## config.mk

```make
export PLATFORM = sky130hd
export DESIGN_NAME = bam_record_field_splitter
export DESIGN_NICKNAME = d
export VERILOG_FILES = /design/src/bamrfs_pkg.sv /design/src/bamrfs_hdr_store.sv /design/src/bamrfs_seg_ctrl.sv /design/src/bam_record_field_splitter.sv
export SDC_FILE = /design/constraint.sdc
export NUM_CORES = 1
export LEC_CHECK = 0
export ABC_AREA = 1
export BUFFER_PORTS_ARGS = -buffer_cell sky130_fd_sc_hd__buf_2
export CORE_AREA = 5 5 262 264
export DETAILED_ROUTE_END_ITERATION = 10
export DIE_AREA = 0 0 267 269
export HOLD_SLACK_MARGIN = 0.08
export PLACE_DENSITY = 0.7
export REMOVE_ABC_BUFFERS = 1
export SLEW_MARGIN = 30
export SYNTH_ARGS = -nofsm -noshare
export SYNTH_HDL_FRONTEND = slang
export SYNTH_SLANG_ARGS = --single-unit
export TNS_END_PERCENT = 20
```

## constraint.sdc

```tcl
create_clock -name i_clk -period 8.1 [get_ports i_clk]
set_input_delay 1.62 -clock i_clk [delete_from_list [all_inputs] [get_ports i_clk]]
set_output_delay 1.62 -clock i_clk [all_outputs]
set_load 0.005 [all_outputs]
```

## src/bamrfs_pkg.sv

```systemverilog
// shared types and constants for the bam record field splitter
`timescale 1ns / 1ps

package bamrfs_pkg;

    localparam int HDR_BYTES       = 36;
    // the last header byte is used on the fly and never stored
    localparam int HDR_STORE_DEPTH = HDR_BYTES - 1;
    localparam int HDR_ADDR_W      = $clog2(HDR_STORE_DEPTH);
    localparam int LEN_W           = 32;
    localparam int TDATA_W         = 192;
    localparam int TUSER_W         = 6;

    localparam logic [HDR_ADDR_W-1:0] HDR_LAST_IDX = HDR_ADDR_W'(HDR_BYTES - 1);

    typedef logic [2:0] t_seg;
    typedef logic [1:0] t_status;

    localparam t_seg SEG_HEADER = 3'd0;
    localparam t_seg SEG_NAME   = 3'd1;
    localparam t_seg SEG_TERM   = 3'd2;
    localparam t_seg SEG_CIGAR  = 3'd3;
    localparam t_seg SEG_SEQ    = 3'd4;
    localparam t_seg SEG_QUAL   = 3'd5;
    localparam t_seg SEG_TAGS   = 3'd6;

    localparam t_status ST_OK      = 2'd0;
    localparam t_status ST_TRUNC   = 2'd1;
    localparam t_status ST_OVERRUN = 2'd2;

    // segment lengths of the current record, derived from the stored header
    typedef struct packed {
        logic [7:0]       name_len;
        logic             term_len;
        logic [17:0]      cigar_len;
        logic [LEN_W-1:0] seq_len;
        logic [LEN_W-1:0] qual_len;
        logic [LEN_W-1:0] tags_len;
        logic             overrun;
    } t_seg_lens;

    // decoded header fields, all but the top byte of the template length
    typedef struct packed {
        logic signed [31:0] reference_id;
        logic signed [31:0] position;
        logic [7:0]         map_quality;
        logic [15:0]        flag_bits;
        logic signed [31:0] mate_reference_id;
        logic signed [31:0] mate_position;
        logic [23:0]        tlen_low;
    } t_hdr_fields;

    // per-byte result tags from the segment control
    typedef struct packed {
        logic    emit;
        t_seg    segment;
        logic    segment_last;
        logic    record_last;
        t_status status;
        logic    hdr_last;
    } t_step_res;

endpackage

```

## src/bamrfs_hdr_store.sv

```systemverilog
// fixed header byte store and free-running segment length precompute
`timescale 1ns / 1ps

module bamrfs_hdr_store (
    input  logic                              i_clk,
    input  logic                              i_wr_en,
    input  logic [bamrfs_pkg::HDR_ADDR_W-1:0] i_wr_addr,
    input  logic [7:0]                        i_wr_byte,
    output bamrfs_pkg::t_hdr_fields           o_fields,
    output bamrfs_pkg::t_seg_lens             o_lens
);
    import bamrfs_pkg::*;

    logic [7:0]       r_store [HDR_STORE_DEPTH];

    logic [7:0]       lname;
    logic [15:0]      ncig;
    logic [LEN_W-1:0] lseq;
    logic [LEN_W-1:0] bsize;
    logic [LEN_W:0]   lseq_inc;
    logic [LEN_W-1:0] seq_len;

    logic [18:0]      r_sum_a;
    logic [LEN_W:0]   r_sum_b;
    logic [LEN_W:0]   r_rec_len;
    logic [LEN_W+1:0] r_fixed;
    t_seg_lens        r_lens;

    always_ff @(posedge i_clk) begin
        if (i_wr_en) begin
            r_store[i_wr_addr] <= i_wr_byte;
        end
    end

    assign lname    = r_store[12];
    assign ncig     = {r_store[17], r_store[16]};
    assign lseq     = {r_store[23], r_store[22], r_store[21], r_store[20]};
    assign bsize    = {r_store[3], r_store[2], r_store[1], r_store[0]};
    assign lseq_inc = {1'b0, lseq} + 33'd1;
    assign seq_len  = lseq_inc[LEN_W:1];

    // bytes 0..23 settle at least a dozen requests before the header end,
    // so three register stages are ready in time
    always_ff @(posedge i_clk) begin
        r_lens.name_len  <= (lname != 8'd0) ? lname - 8'd1 : 8'd0;
        r_lens.term_len  <= (lname != 8'd0);
        r_lens.cigar_len <= {ncig, 2'b00};
        r_lens.seq_len   <= seq_len;
        r_lens.qual_len  <= lseq;
        r_sum_a          <= 19'(HDR_BYTES) + {11'd0, lname} + {1'b0, ncig, 2'b00};
        r_sum_b          <= {1'b0, seq_len} + {1'b0, lseq};
        r_rec_len        <= {1'b0, bsize} + 33'd4;
        r_fixed          <= {15'd0, r_sum_a} + {1'b0, r_sum_b};
        r_lens.overrun   <= r_fixed > {1'b0, r_rec_len};
        // tags run from the end of the fixed segments to the record end
        r_lens.tags_len  <= r_rec_len[LEN_W-1:0] - r_fixed[LEN_W-1:0];
    end

    assign o_lens = r_lens;

    assign o_fields.reference_id      = {r_store[7], r_store[6], r_store[5], r_store[4]};
    assign o_fields.position          = {r_store[11], r_store[10], r_store[9], r_store[8]};
    assign o_fields.map_quality       = r_store[13];
    assign o_fields.flag_bits         = {r_store[19], r_store[18]};
    assign o_fields.mate_reference_id = {r_store[27], r_store[26], r_store[25], r_store[24]};
    assign o_fields.mate_position     = {r_store[31], r_store[30], r_store[29], r_store[28]};
    assign o_fields.tlen_low          = {r_store[34], r_store[33], r_store[32]};

endmodule

```

## src/bamrfs_seg_ctrl.sv

```systemverilog
// segment tracking, end marks and fault handling for one byte per request
`timescale 1ns / 1ps

module bamrfs_seg_ctrl (
    input  logic                              i_clk,
    input  logic                              i_rst_n,
    input  logic                              i_step,
    input  logic                              i_eoi,
    input  bamrfs_pkg::t_seg_lens             i_lens,
    output logic                              o_wr_en,
    output logic [bamrfs_pkg::HDR_ADDR_W-1:0] o_wr_addr,
    output bamrfs_pkg::t_step_res             o_res
);
    import bamrfs_pkg::*;

    t_seg                  r_seg;
    t_seg                  n_seg;
    logic [HDR_ADDR_W-1:0] r_hdr_cnt;
    logic [HDR_ADDR_W-1:0] n_hdr_cnt;
    logic [LEN_W-1:0]      r_rem;
    logic [LEN_W-1:0]      n_rem;
    logic                  r_fault;
    logic                  n_fault;

    logic                  hdr_last;
    logic                  seg_end;
    logic [6:0]            non_empty;
    logic                  found;
    t_seg                  next_seg;
    logic [LEN_W-1:0]      next_len;
    t_step_res             res;

    assign hdr_last = (r_seg == SEG_HEADER) && (r_hdr_cnt == HDR_LAST_IDX);
    assign seg_end  = (r_seg == SEG_HEADER) ? hdr_last : (r_rem == 32'd1);

    assign non_empty = {i_lens.tags_len != '0, i_lens.qual_len != '0,
                        i_lens.seq_len != '0, i_lens.cigar_len != '0,
                        i_lens.term_len, i_lens.name_len != '0, 1'b0};

    // first non-empty segment after the current one
    always_comb begin
        found    = 1'b0;
        next_seg = SEG_HEADER;
        for (int i = 1; i <= 6; i++) begin
            if (!found && (3'(i) > r_seg) && non_empty[i]) begin
                found    = 1'b1;
                next_seg = 3'(i);
            end
        end
    end

    always_comb begin
        case (next_seg)
            SEG_NAME:  next_len = {24'd0, i_lens.name_len};
            SEG_TERM:  next_len = {31'd0, i_lens.term_len};
            SEG_CIGAR: next_len = {14'd0, i_lens.cigar_len};
            SEG_SEQ:   next_len = i_lens.seq_len;
            SEG_QUAL:  next_len = i_lens.qual_len;
            SEG_TAGS:  next_len = i_lens.tags_len;
            default:   next_len = '0;
        endcase
    end

    always_comb begin
        n_seg            = r_seg;
        n_hdr_cnt        = r_hdr_cnt;
        n_rem            = r_rem;
        n_fault          = r_fault;
        res.emit         = 1'b0;
        res.segment      = r_seg;
        res.segment_last = 1'b0;
        res.record_last  = 1'b0;
        res.status       = ST_OK;
        res.hdr_last     = hdr_last;
        if (i_step) begin
            if (r_fault) begin
                // discarded byte, only end of input leaves the fault
                if (i_eoi) begin
                    n_fault   = 1'b0;
                    n_seg     = SEG_HEADER;
                    n_hdr_cnt = '0;
                end
            end else begin
                res.emit = 1'b1;
                if (r_seg == SEG_HEADER) begin
                    n_hdr_cnt = r_hdr_cnt + 1'b1;
                end else begin
                    n_rem = r_rem - 1'b1;
                end
                if (hdr_last && i_lens.overrun) begin
                    res.status       = ST_OVERRUN;
                    res.segment_last = 1'b1;
                    res.record_last  = 1'b1;
                    n_fault          = 1'b1;
                    n_seg            = SEG_HEADER;
                    n_hdr_cnt        = '0;
                end else if (seg_end) begin
                    res.segment_last = 1'b1;
                    if (found) begin
                        n_seg = next_seg;
                        n_rem = next_len;
                    end else begin
                        res.record_last = 1'b1;
                        n_seg           = SEG_HEADER;
                        n_hdr_cnt       = '0;
                    end
                end
                if (i_eoi) begin
                    if (!res.record_last) begin
                        res.status = ST_TRUNC;
                    end
                    res.segment_last = 1'b1;
                    res.record_last  = 1'b1;
                    n_fault          = 1'b0;
                    n_seg            = SEG_HEADER;
                    n_hdr_cnt        = '0;
                end
            end
        end
    end

    always_ff @(posedge i_clk) begin
        if (!i_rst_n) begin
            r_seg     <= SEG_HEADER;
            r_hdr_cnt <= '0;
            r_rem     <= '0;
            r_fault   <= 1'b0;
        end else begin
            r_seg     <= n_seg;
            r_hdr_cnt <= n_hdr_cnt;
            r_rem     <= n_rem;
            r_fault   <= n_fault;
        end
    end

    assign o_wr_en   = i_step && !r_fault && (r_seg == SEG_HEADER) && !hdr_last;
    assign o_wr_addr = r_hdr_cnt;
    assign o_res     = res;

    a_fault_silent: assert property (@(posedge i_clk) disable iff (!i_rst_n)
        i_step && r_fault |-> !o_res.emit)
        else $error("byte emitted while faulted");

    a_record_restart: assert property (@(posedge i_clk) disable iff (!i_rst_n)
        o_res.emit && o_res.record_last |=> (r_seg == SEG_HEADER) && (r_hdr_cnt == '0))
        else $error("record end did not return to header");

    a_overrun_at_hdr: assert property (@(posedge i_clk) disable iff (!i_rst_n)
        o_res.emit && (o_res.status == ST_OVERRUN) |-> o_res.hdr_last && o_res.record_last)
        else $error("overrun flagged off the header end");

    a_body_nonempty: assert property (@(posedge i_clk) disable iff (!i_rst_n)
        r_seg != SEG_HEADER |-> r_rem != '0)
        else $error("body segment entered with no bytes left");

endmodule

```

## src/bam_record_field_splitter.sv

```systemverilog
// top level: input register, segment control, header store and result register
//
//  channel  dir  beats            payload
//  s_axis   in   1 byte/request   tdata: data_byte; tlast: end_of_input
//  m_axis   out  0 or 1/request   tdata: byte and header fields; tuser: tags;
//                                 tlast: record_last
//
// one byte is accepted per cycle while the result register is not stalled;
// each byte passes through the input register and then the result register.
// synchronous active-low reset returns to the header of a new record.
// a stalled result register holds both stages; bytes discarded after an
// overrun also wait for result space before they drain.
// segment lengths are recomputed from the header store in three register
// stages, which settle before the header end.
`timescale 1ns / 1ps

module bam_record_field_splitter (
    input  logic                           i_clk,
    input  logic                           i_rst_n,
    input  logic                           s_axis_tvalid,
    output logic                           s_axis_tready,
    input  logic [7:0]                     s_axis_tdata,  // [7:0] data_byte
    input  logic                           s_axis_tlast,
    output logic                           m_axis_tvalid,
    input  logic                           m_axis_tready,
    // [7:0] byte_out, [39:8] reference_id, [71:40] position, [79:72] map_quality,
    // [95:80] flag_bits, [127:96] mate_reference_id, [159:128] mate_position,
    // [191:160] template_length
    output logic [bamrfs_pkg::TDATA_W-1:0] m_axis_tdata,
    // [2:0] segment, [3] segment_last, [5:4] status
    output logic [bamrfs_pkg::TUSER_W-1:0] m_axis_tuser,
    output logic                           m_axis_tlast
);
    import bamrfs_pkg::*;

    logic                  r_in_valid;
    logic [7:0]            r_in_byte;
    logic                  r_in_eoi;
    logic                  r_out_valid;
    logic [TDATA_W-1:0]    r_out_tdata;
    logic [TUSER_W-1:0]    r_out_tuser;
    logic                  r_out_tlast;

    logic                  advance;
    logic                  wr_en;
    logic [HDR_ADDR_W-1:0] wr_addr;
    t_seg_lens             lens;
    t_hdr_fields           fields;
    t_step_res             res;
    logic [TDATA_W-9:0]    hdr_bits;

    assign advance       = r_in_valid && (!r_out_valid || m_axis_tready);
    assign s_axis_tready = !r_in_valid || advance;

    always_ff @(posedge i_clk) begin
        if (!i_rst_n) begin
            r_in_valid <= 1'b0;
        end else if (s_axis_tready) begin
            r_in_valid <= s_axis_tvalid;
        end
    end

    always_ff @(posedge i_clk) begin
        if (s_axis_tvalid && s_axis_tready) begin
            r_in_byte <= s_axis_tdata;
            r_in_eoi  <= s_axis_tlast;
        end
    end

    bamrfs_seg_ctrl u_seg_ctrl (
        .i_clk     (i_clk),
        .i_rst_n   (i_rst_n),
        .i_step    (advance),
        .i_eoi     (r_in_eoi),
        .i_lens    (lens),
        .o_wr_en   (wr_en),
        .o_wr_addr (wr_addr),
        .o_res     (res)
    );

    bamrfs_hdr_store u_hdr_store (
        .i_clk     (i_clk),
        .i_wr_en   (wr_en),
        .i_wr_addr (wr_addr),
        .i_wr_byte (r_in_byte),
        .o_fields  (fields),
        .o_lens    (lens)
    );

    // header fields show only on the last header byte
    assign hdr_bits = res.hdr_last ?
        {r_in_byte, fields.tlen_low, fields.mate_position, fields.mate_reference_id,
         fields.flag_bits, fields.map_quality, fields.position, fields.reference_id}
        : '0;

    always_ff @(posedge i_clk) begin
        if (!i_rst_n) begin
            r_out_valid <= 1'b0;
        end else if (advance && res.emit) begin
            r_out_valid <= 1'b1;
        end else if (m_axis_tready) begin
            r_out_valid <= 1'b0;
        end
    end

    always_ff @(posedge i_clk) begin
        if (advance && res.emit) begin
            r_out_tdata <= {hdr_bits, r_in_byte};
            r_out_tuser <= {res.status, res.segment_last, res.segment};
            r_out_tlast <= res.record_last;
        end
    end

    assign m_axis_tvalid = r_out_valid;
    assign m_axis_tdata  = r_out_tdata;
    assign m_axis_tuser  = r_out_tuser;
    assign m_axis_tlast  = r_out_tlast;

endmodule
```

* Yosys cells after proc, flatten, opt, wreduce, memory -nomap -nowiden
Memory sizes are Yosys's and may differ from the RTL's. A register that Yosys moved wholly into a read port is not among the register bits.
Index checks and enable logic that the tools add are counted.
** Storage, ports and cells
- Register bits :: 493
- RAM bits :: 280
- Input bits :: 13
- Output and inout bits :: 201
- Logic and storage cells :: 167
- Memories kept :: 1
** Cells by class
- $add $sub $neg :: 10
- $lt $le $gt $ge :: 7
- Equal/unequal tests :: 9
- Mux-type cells :: 49
- Bitwise gates (word level) :: 2
- Reduce and logical (&&, ||, !) cells :: 65
** Memories
- u_hdr_store.r_store :: depth 35, width 8, rd ports 33, clocked after memory_dff 22, write ports 1, line bamrfs_hdr_store.sv:14 : logic [7:0] r_store [HDR_STORE_DEPTH];
** Operators with widths (number)
- case mux 32 bit (6 select lines) :: 1
- 2-to-1 mux 32 bit :: 4
- nonzero test 32 bit :: 3
- 2-to-1 mux 6 bit :: 7
- adder 19 x 33 -> 34 bit :: 1
- > comparator 34 x 33 -> 1 bit :: 1
- adder 32 x 1 -> 33 bit (second input constant) :: 1
- adder 32 x 3 -> 33 bit (second input constant) :: 1
- adder 32 x 32 -> 33 bit :: 1
- equality test 32 x 1 -> 1 bit (second input constant) :: 1
- subtractor 32 x 1 -> 32 bit (second input constant) :: 1
- subtractor 32 bit :: 1
- zero test 1 bit :: 31
- 2-to-1 mux 3 bit :: 9
- adder 19 x 18 -> 19 bit :: 1
- logical AND 1 bit :: 19
- 2-to-1 mux 1 bit :: 19
- nonzero test 18 bit :: 1
- 2-to-1 mux 2 bit :: 8
- nonzero test 8 bit :: 2
- adder 6 x 8 -> 9 bit (first input constant) :: 1
- equality test 3 bit (second input constant) :: 3
- > comparator 3 bit (first input constant) :: 3
- subtractor 8 x 1 -> 8 bit (second input constant) :: 1
- other kinds (16) :: 21

* Longest topological paths before layout
- Depth in word-level cells :: 30
- Gate-level depth with buffers :: 25

* Cells and area by module
From an unflattened synthesis, not the netlist that was laid out.
** Second synthesis, totals
- Cells, all modules :: 3935
- Area, all modules :: 35031.1 um^2
** By module, submodules not included
- bamrfs_hdr_store :: instances 1, cells each 2568, area an instance 22890.7 um^2, sequential area each 12752.2 um^2
- bam_record_field_splitter :: instances 1, cells each 613, area an instance 7871.3 um^2, sequential area each 6286.0 um^2
- bamrfs_seg_ctrl :: instances 1, cells each 754, area an instance 4269.1 um^2, sequential area each 840.8 um^2

* Least setup slack after synthesis
OpenSTA, ideal clock, no wires.
- Kind :: input port to flip-flop
- Start :: in m_axis_tready
- End :: reg u_seg_ctrl.r_rem[23]
- Arrival time :: 8208 ps
- Data required time :: 8007 ps
- Slack :: -202 ps
- Cell stages on the path :: 7
- Path through :: inv_1 > nand2_1 > nand2_1 > nor2_1 > clkbuf_1 > o21ai_0 > a21oi_1
** Between the ends
- Cells in the longest elaborated chain, start to end :: 3
** Ends and longest elaborated chain
- start: declaration :: line bam_record_field_splitter.sv:25 : input logic m_axis_tready,
- logical OR 1 bit :: line bam_record_field_splitter.sv:52 : assign advance = r_in_valid && (!r_out_valid || m_axis_tready);
- logical AND 1 bit :: line bam_record_field_splitter.sv:52
- AND reduction 2 bit (no source line)
- end signal: assignment :: line bamrfs_seg_ctrl.sv:131 : r_rem <= n_rem;
- end: declaration :: line bamrfs_seg_ctrl.sv:20 : logic [LEN_W-1:0] r_rem;
Every way passes these cells.
A chain may end at the register's enable or synchronous reset.

* Worst setup path after layout
- Start :: in m_axis_tready
- End :: mem u_hdr_store.r_store[7][2] (enable)
** Between the ends
- Cells in the longest elaborated chain, start to end :: 7
** Ends and longest elaborated chain
- logical OR 1 bit :: line bam_record_field_splitter.sv:52
- logical AND 1 bit :: line bam_record_field_splitter.sv:52
- logical AND 1 bit (3 in series) :: line bamrfs_seg_ctrl.sv:136 : assign o_wr_en = i_step && !r_fault && (r_seg == SEG_HEADER) && !hdr_last;
- 2-to-1 mux 1 bit :: line bamrfs_hdr_store.sv:30 : if (i_wr_en) begin
- 2-to-1 mux 1 bit (implied by the code) :: line bamrfs_hdr_store.sv:31 : r_store[i_wr_addr] <= i_wr_byte;
- end: declaration :: line bamrfs_hdr_store.sv:14
Every way passes these cells.

==> impl_results.md <==
* Fin crit period at 4.12 ns
* Post-route ant nets at 0
* Delay-heaviest family, CP: simple AND/OR/NAND/NOR gates
* Prevailing post-synth register cell: edfxtp_1
* Startpoint types: input pin
* Worst path slowest cell: nor2_1
* CTS Hold Bufs at 0
* Setup TNS Final at 0 ns
* Port-buffer cells at 213
* Setup Fix Bufs, Post-CTS at 0
* Met3 GRT Util at 3.92%
* Async SR Flop Fraction at 0%
* Worst Tran Pin Value at 1.01 ns
* CTS Sinks at 757
* Final setup viols at 0
* Pwr dens at 215 nW/um^2
* H-tree levels at 3
* Leak at between 15 and 20 nW
* Vias in the first global route at between 20000 and 25000
* GR Util met2 at 37.3%
* Crit path kind: in2reg
* Worst-Skew Late Latency at 0.63 ns
* Mapped Area at roughly 33000 um^2
* Final wirelength at 85600 um
* Final period util at between 50% and 60%
* EDFF count, synth at 472
* Fmax at 243 MHz
* Iter 0 DRT Violations at 2137
* DPL Wire Length at ~61000 um
* Vert. Die Dim at around 270 um
* Max Cap Viol at 0
* Largest net degree at the start of global routing at 98
* Status: completed
* Wire per inst at about 19 um
* Crit path buf inv count at 4
* Chip Width at about 270 um
* Initial antenna violation count at 3
* Syn Area/Cell at a little over 10 um^2
* Setup crit end kind: flop
* Synthesis Warnings at 0
* Layout cells sized above 1 at between 10% and 20%
* RSZ-0062 raised after global routing: no
* Initial core utilization at 49.2%
* Slew margin rel. at between 30% and 40%
* Met1 Use GR at 31.7%
* Synth Instances at 3237
* Hold WS at 0.352 ns
* # rows at 95
* CTS tree: built
* GRT Total Usage at 23.1%
* Detailed Routing Iterations Pass 1 at 6
* Clk root buf: clkbuf_16
* Ports at 214
* Max Buffers Root-to-Sink at 3
* Post-synth top area share at between 40% and 50%
* Worst EP arrival at 4.37 ns
* Max stage delay on crit path at approximately 0.85 ns
* Via count at 23100
* Critical path required time at between 8 and 9 ns
* # resized after CTS at 0
* Via density at 5.21
* VDD IR max at 193 uV
* Synth area leaders: edfxtp_1 (43%), dfxtp_1 (17%), inv_1 (5.8%), nor2_1 (5.6%), nand2_1 (5.3%)
* Fin nets at 3637
* CTS buffer count at 76
* Gr busiest metal: met2
* Full die area at 71800 um^2
* Area leader, netlist: edfxtp_1
* Core region area at between 60000 and 70000 um^2
* Worst min-delay path class: reg2reg
* Worst Path Max Fanout at 37
* Crit-path cells: buf_2 > inv_1 > nand2_1 > nand2_1 > nor2_4 > buf_4 > nand3_1 > inv_1 > nand4_1 > nor2_1
* Non-Filler Instances at 4427
* Fin. Hold Viols at 0
* Area grow syn2layout at 14.2%
* Clk slew on worst S/H paths at 0.06 ns
* Inst Count DP at approximately 4300
* DRC Markers at 0
* Clock skew at 0.0317 ns
* Sequential fraction of the synthesis area at 61.0%
* Slew Viols, Final at 0
* Wire length of the first global-routing pass at 127000 um
* Grt ovf at 0
* Final GP Congestion at 0.953
* Post-synth cell types at 57
* Yosys reg bits at 757
[Yosys cell counts (3+ instances only)]
cell	n
inv_1	502
nor2_1	487
edfxtp_1	472
nand2_1	461
dfxtp_1	285
a21oi_1	192
ha_1	130
xor2_1	129
nand3_1	108
o21ai_0	100
nand4_1	71
nor3_1	49
xnor2_1	48
clkbuf_1	35
nor4_1	21
a22oi_1	15
a21o_1	13
buf_2	11
o211ai_1	10
o21bai_1	9
a31oi_1	8
o21a_1	6
a221oi_1	5
nor2_2	5
nor3_2	5
a21boi_0	4
fa_1	4
inv_2	4
nand3b_1	4
a211oi_1	3
and2_1	3
buf_4	3
or2_2	3
[worst paths after layout]
path	slack, ns	from	to	cells after the start
setup / recovery	3.98	m_axis_tready	u_hdr_store.r_store[7][2]	10
hold / removal	0.35	u_hdr_store.r_store[0][1]	u_hdr_store.r_rec_len[1]	0
setup reg to reg	4.09	u_hdr_store.r_store[20][1]	u_hdr_store.r_sum_b[31]	20
hold reg to reg	0.35	u_hdr_store.r_store[0][1]	u_hdr_store.r_rec_len[1]	0
[cell type report]
| cell class | instances | area [um^2] |
|---|---|---|
| flip-flops and latches | 757 | 19900 |
| multi-input cells | 1919 | 10600 |
| fillers | 5621 | 29100 |
| clock buffers | 95 | 2080 |
| well taps | 873 | 1090 |
| diodes | 1 | 2.50 |
| clock inverters | 46 | 472 |
| repair buffers | 227 | 1180 |
| inverters | 509 | 1920 |
[worst register-to-register path, delay by kind of cell, from the launching register on]
kind / cells / cell delay (ns)
AND/OR/NAND/NOR: 10 / 1.45
flip-flops: 1 / 0.45
XOR/XNOR: 1 / 0.14
buffers and inverters: 4 / 0.49
adder cells (fa/ha/maj): 1 / 0.35
AO/OA/AOI/OAI: 4 / 1.02
[state kept, by name (all words and copies together) (netlist names)]
name / flops
m_axis_tlast: 1
u_hdr_store.r_store: 264
r_in_valid: 1
u_hdr_store.r_sum_b: 33
m_axis_tvalid: 1
u_hdr_store.o_lens: 122
u_hdr_store.r_fixed: 34
r_in_eoi: 1
u_hdr_store.r_sum_a: 19
u_seg_ctrl.r_seg: 3
u_seg_ctrl.r_rem: 32
r_in_byte: 8
u_seg_ctrl.o_wr_addr: 6
m_axis_tdata: 192
u_seg_ctrl.r_fault: 1
m_axis_tuser: 6
u_hdr_store.r_rec_len: 33
[where the power goes]
part | leakage, nW | internal [W] | switching (W)
clock | 1.24 | 0.00201 | 0.00152
sequential | 6.66 | 0.00416 | 0.0000496
combinational | 7.89 | 0.0000802 | 0.000178
total | 15.8 | 0.00626 | 0.00175
[cells in the final DEF, fill, tap and decap left out, drive strengths merged, types with 32 or more instances in the layout]
| master | synthesis | layout |
|---|---|---|
| nor2 | 494 | 494 |
| nand2 | 464 | 464 |
| buf | 17 | 227 |
| edfxtp | 472 | 472 |
| nand4 | 72 | 72 |
| dfxtp | 285 | 285 |
| o21ai | 102 | 102 |
| inv | 508 | 515 |
| nand3 | 111 | 111 |
| xor2 | 129 | 129 |
| a21oi | 193 | 193 |
| clkinv | 1 | 32 |
| xnor2 | 48 | 48 |
| nor3 | 55 | 55 |
| clkbuf | 35 | 95 |
| ha | 130 | 130 |
[kinds of logic (layout without fill, tap and decap cells)]
family / count (synthesis) / in the layout / share of synthesized area, %
xor gates and xnor gates: 177 / 177 / 4.75
other: 0 / 1 / 0
and+or+nand+nor: 1231 / 1231 / 16.0
AOI/OAI and AO/OA: 377 / 377 / 6.48
buffers and inverters: 561 / 877 / 6.57
adders and majority gates: 134 / 134 / 5.23
DFF: 757 / 757 / 61.0
[stage by stage]
| step | util (%) | cell area, um^2 | worst slack, ns | total power (W) |
|---|---|---|---|---|
| after global routing | 56.2 | 37300 | 3.64 | 0.00825 |
| after CTS | 56.1 | 37200 | 4.00 | 0.00806 |
| after global placement | 52.3 | 34700 | 3.41 | 0.00455 |
| after floorplan | - | 32400 | -7.33 | 0.00443 |
| after detailed placement | 52.3 | 34700 | 3.36 | 0.00455 |
| final | 56.2 | 37300 | 3.98 | 0.00801 |
[routing by layer]
metal / vias up / wire [um] / part of all wire (%)
met5: - / 0 / 0
met4: 0 / 3370 / 3.9
met3: 188 / 6000 / 7.0
met2: 843 / 39900 / 47
met1: 10800 / 36300 / 42
li1: 11200 / - / -
No activity file was read; power rests on OpenSTA's default activity.
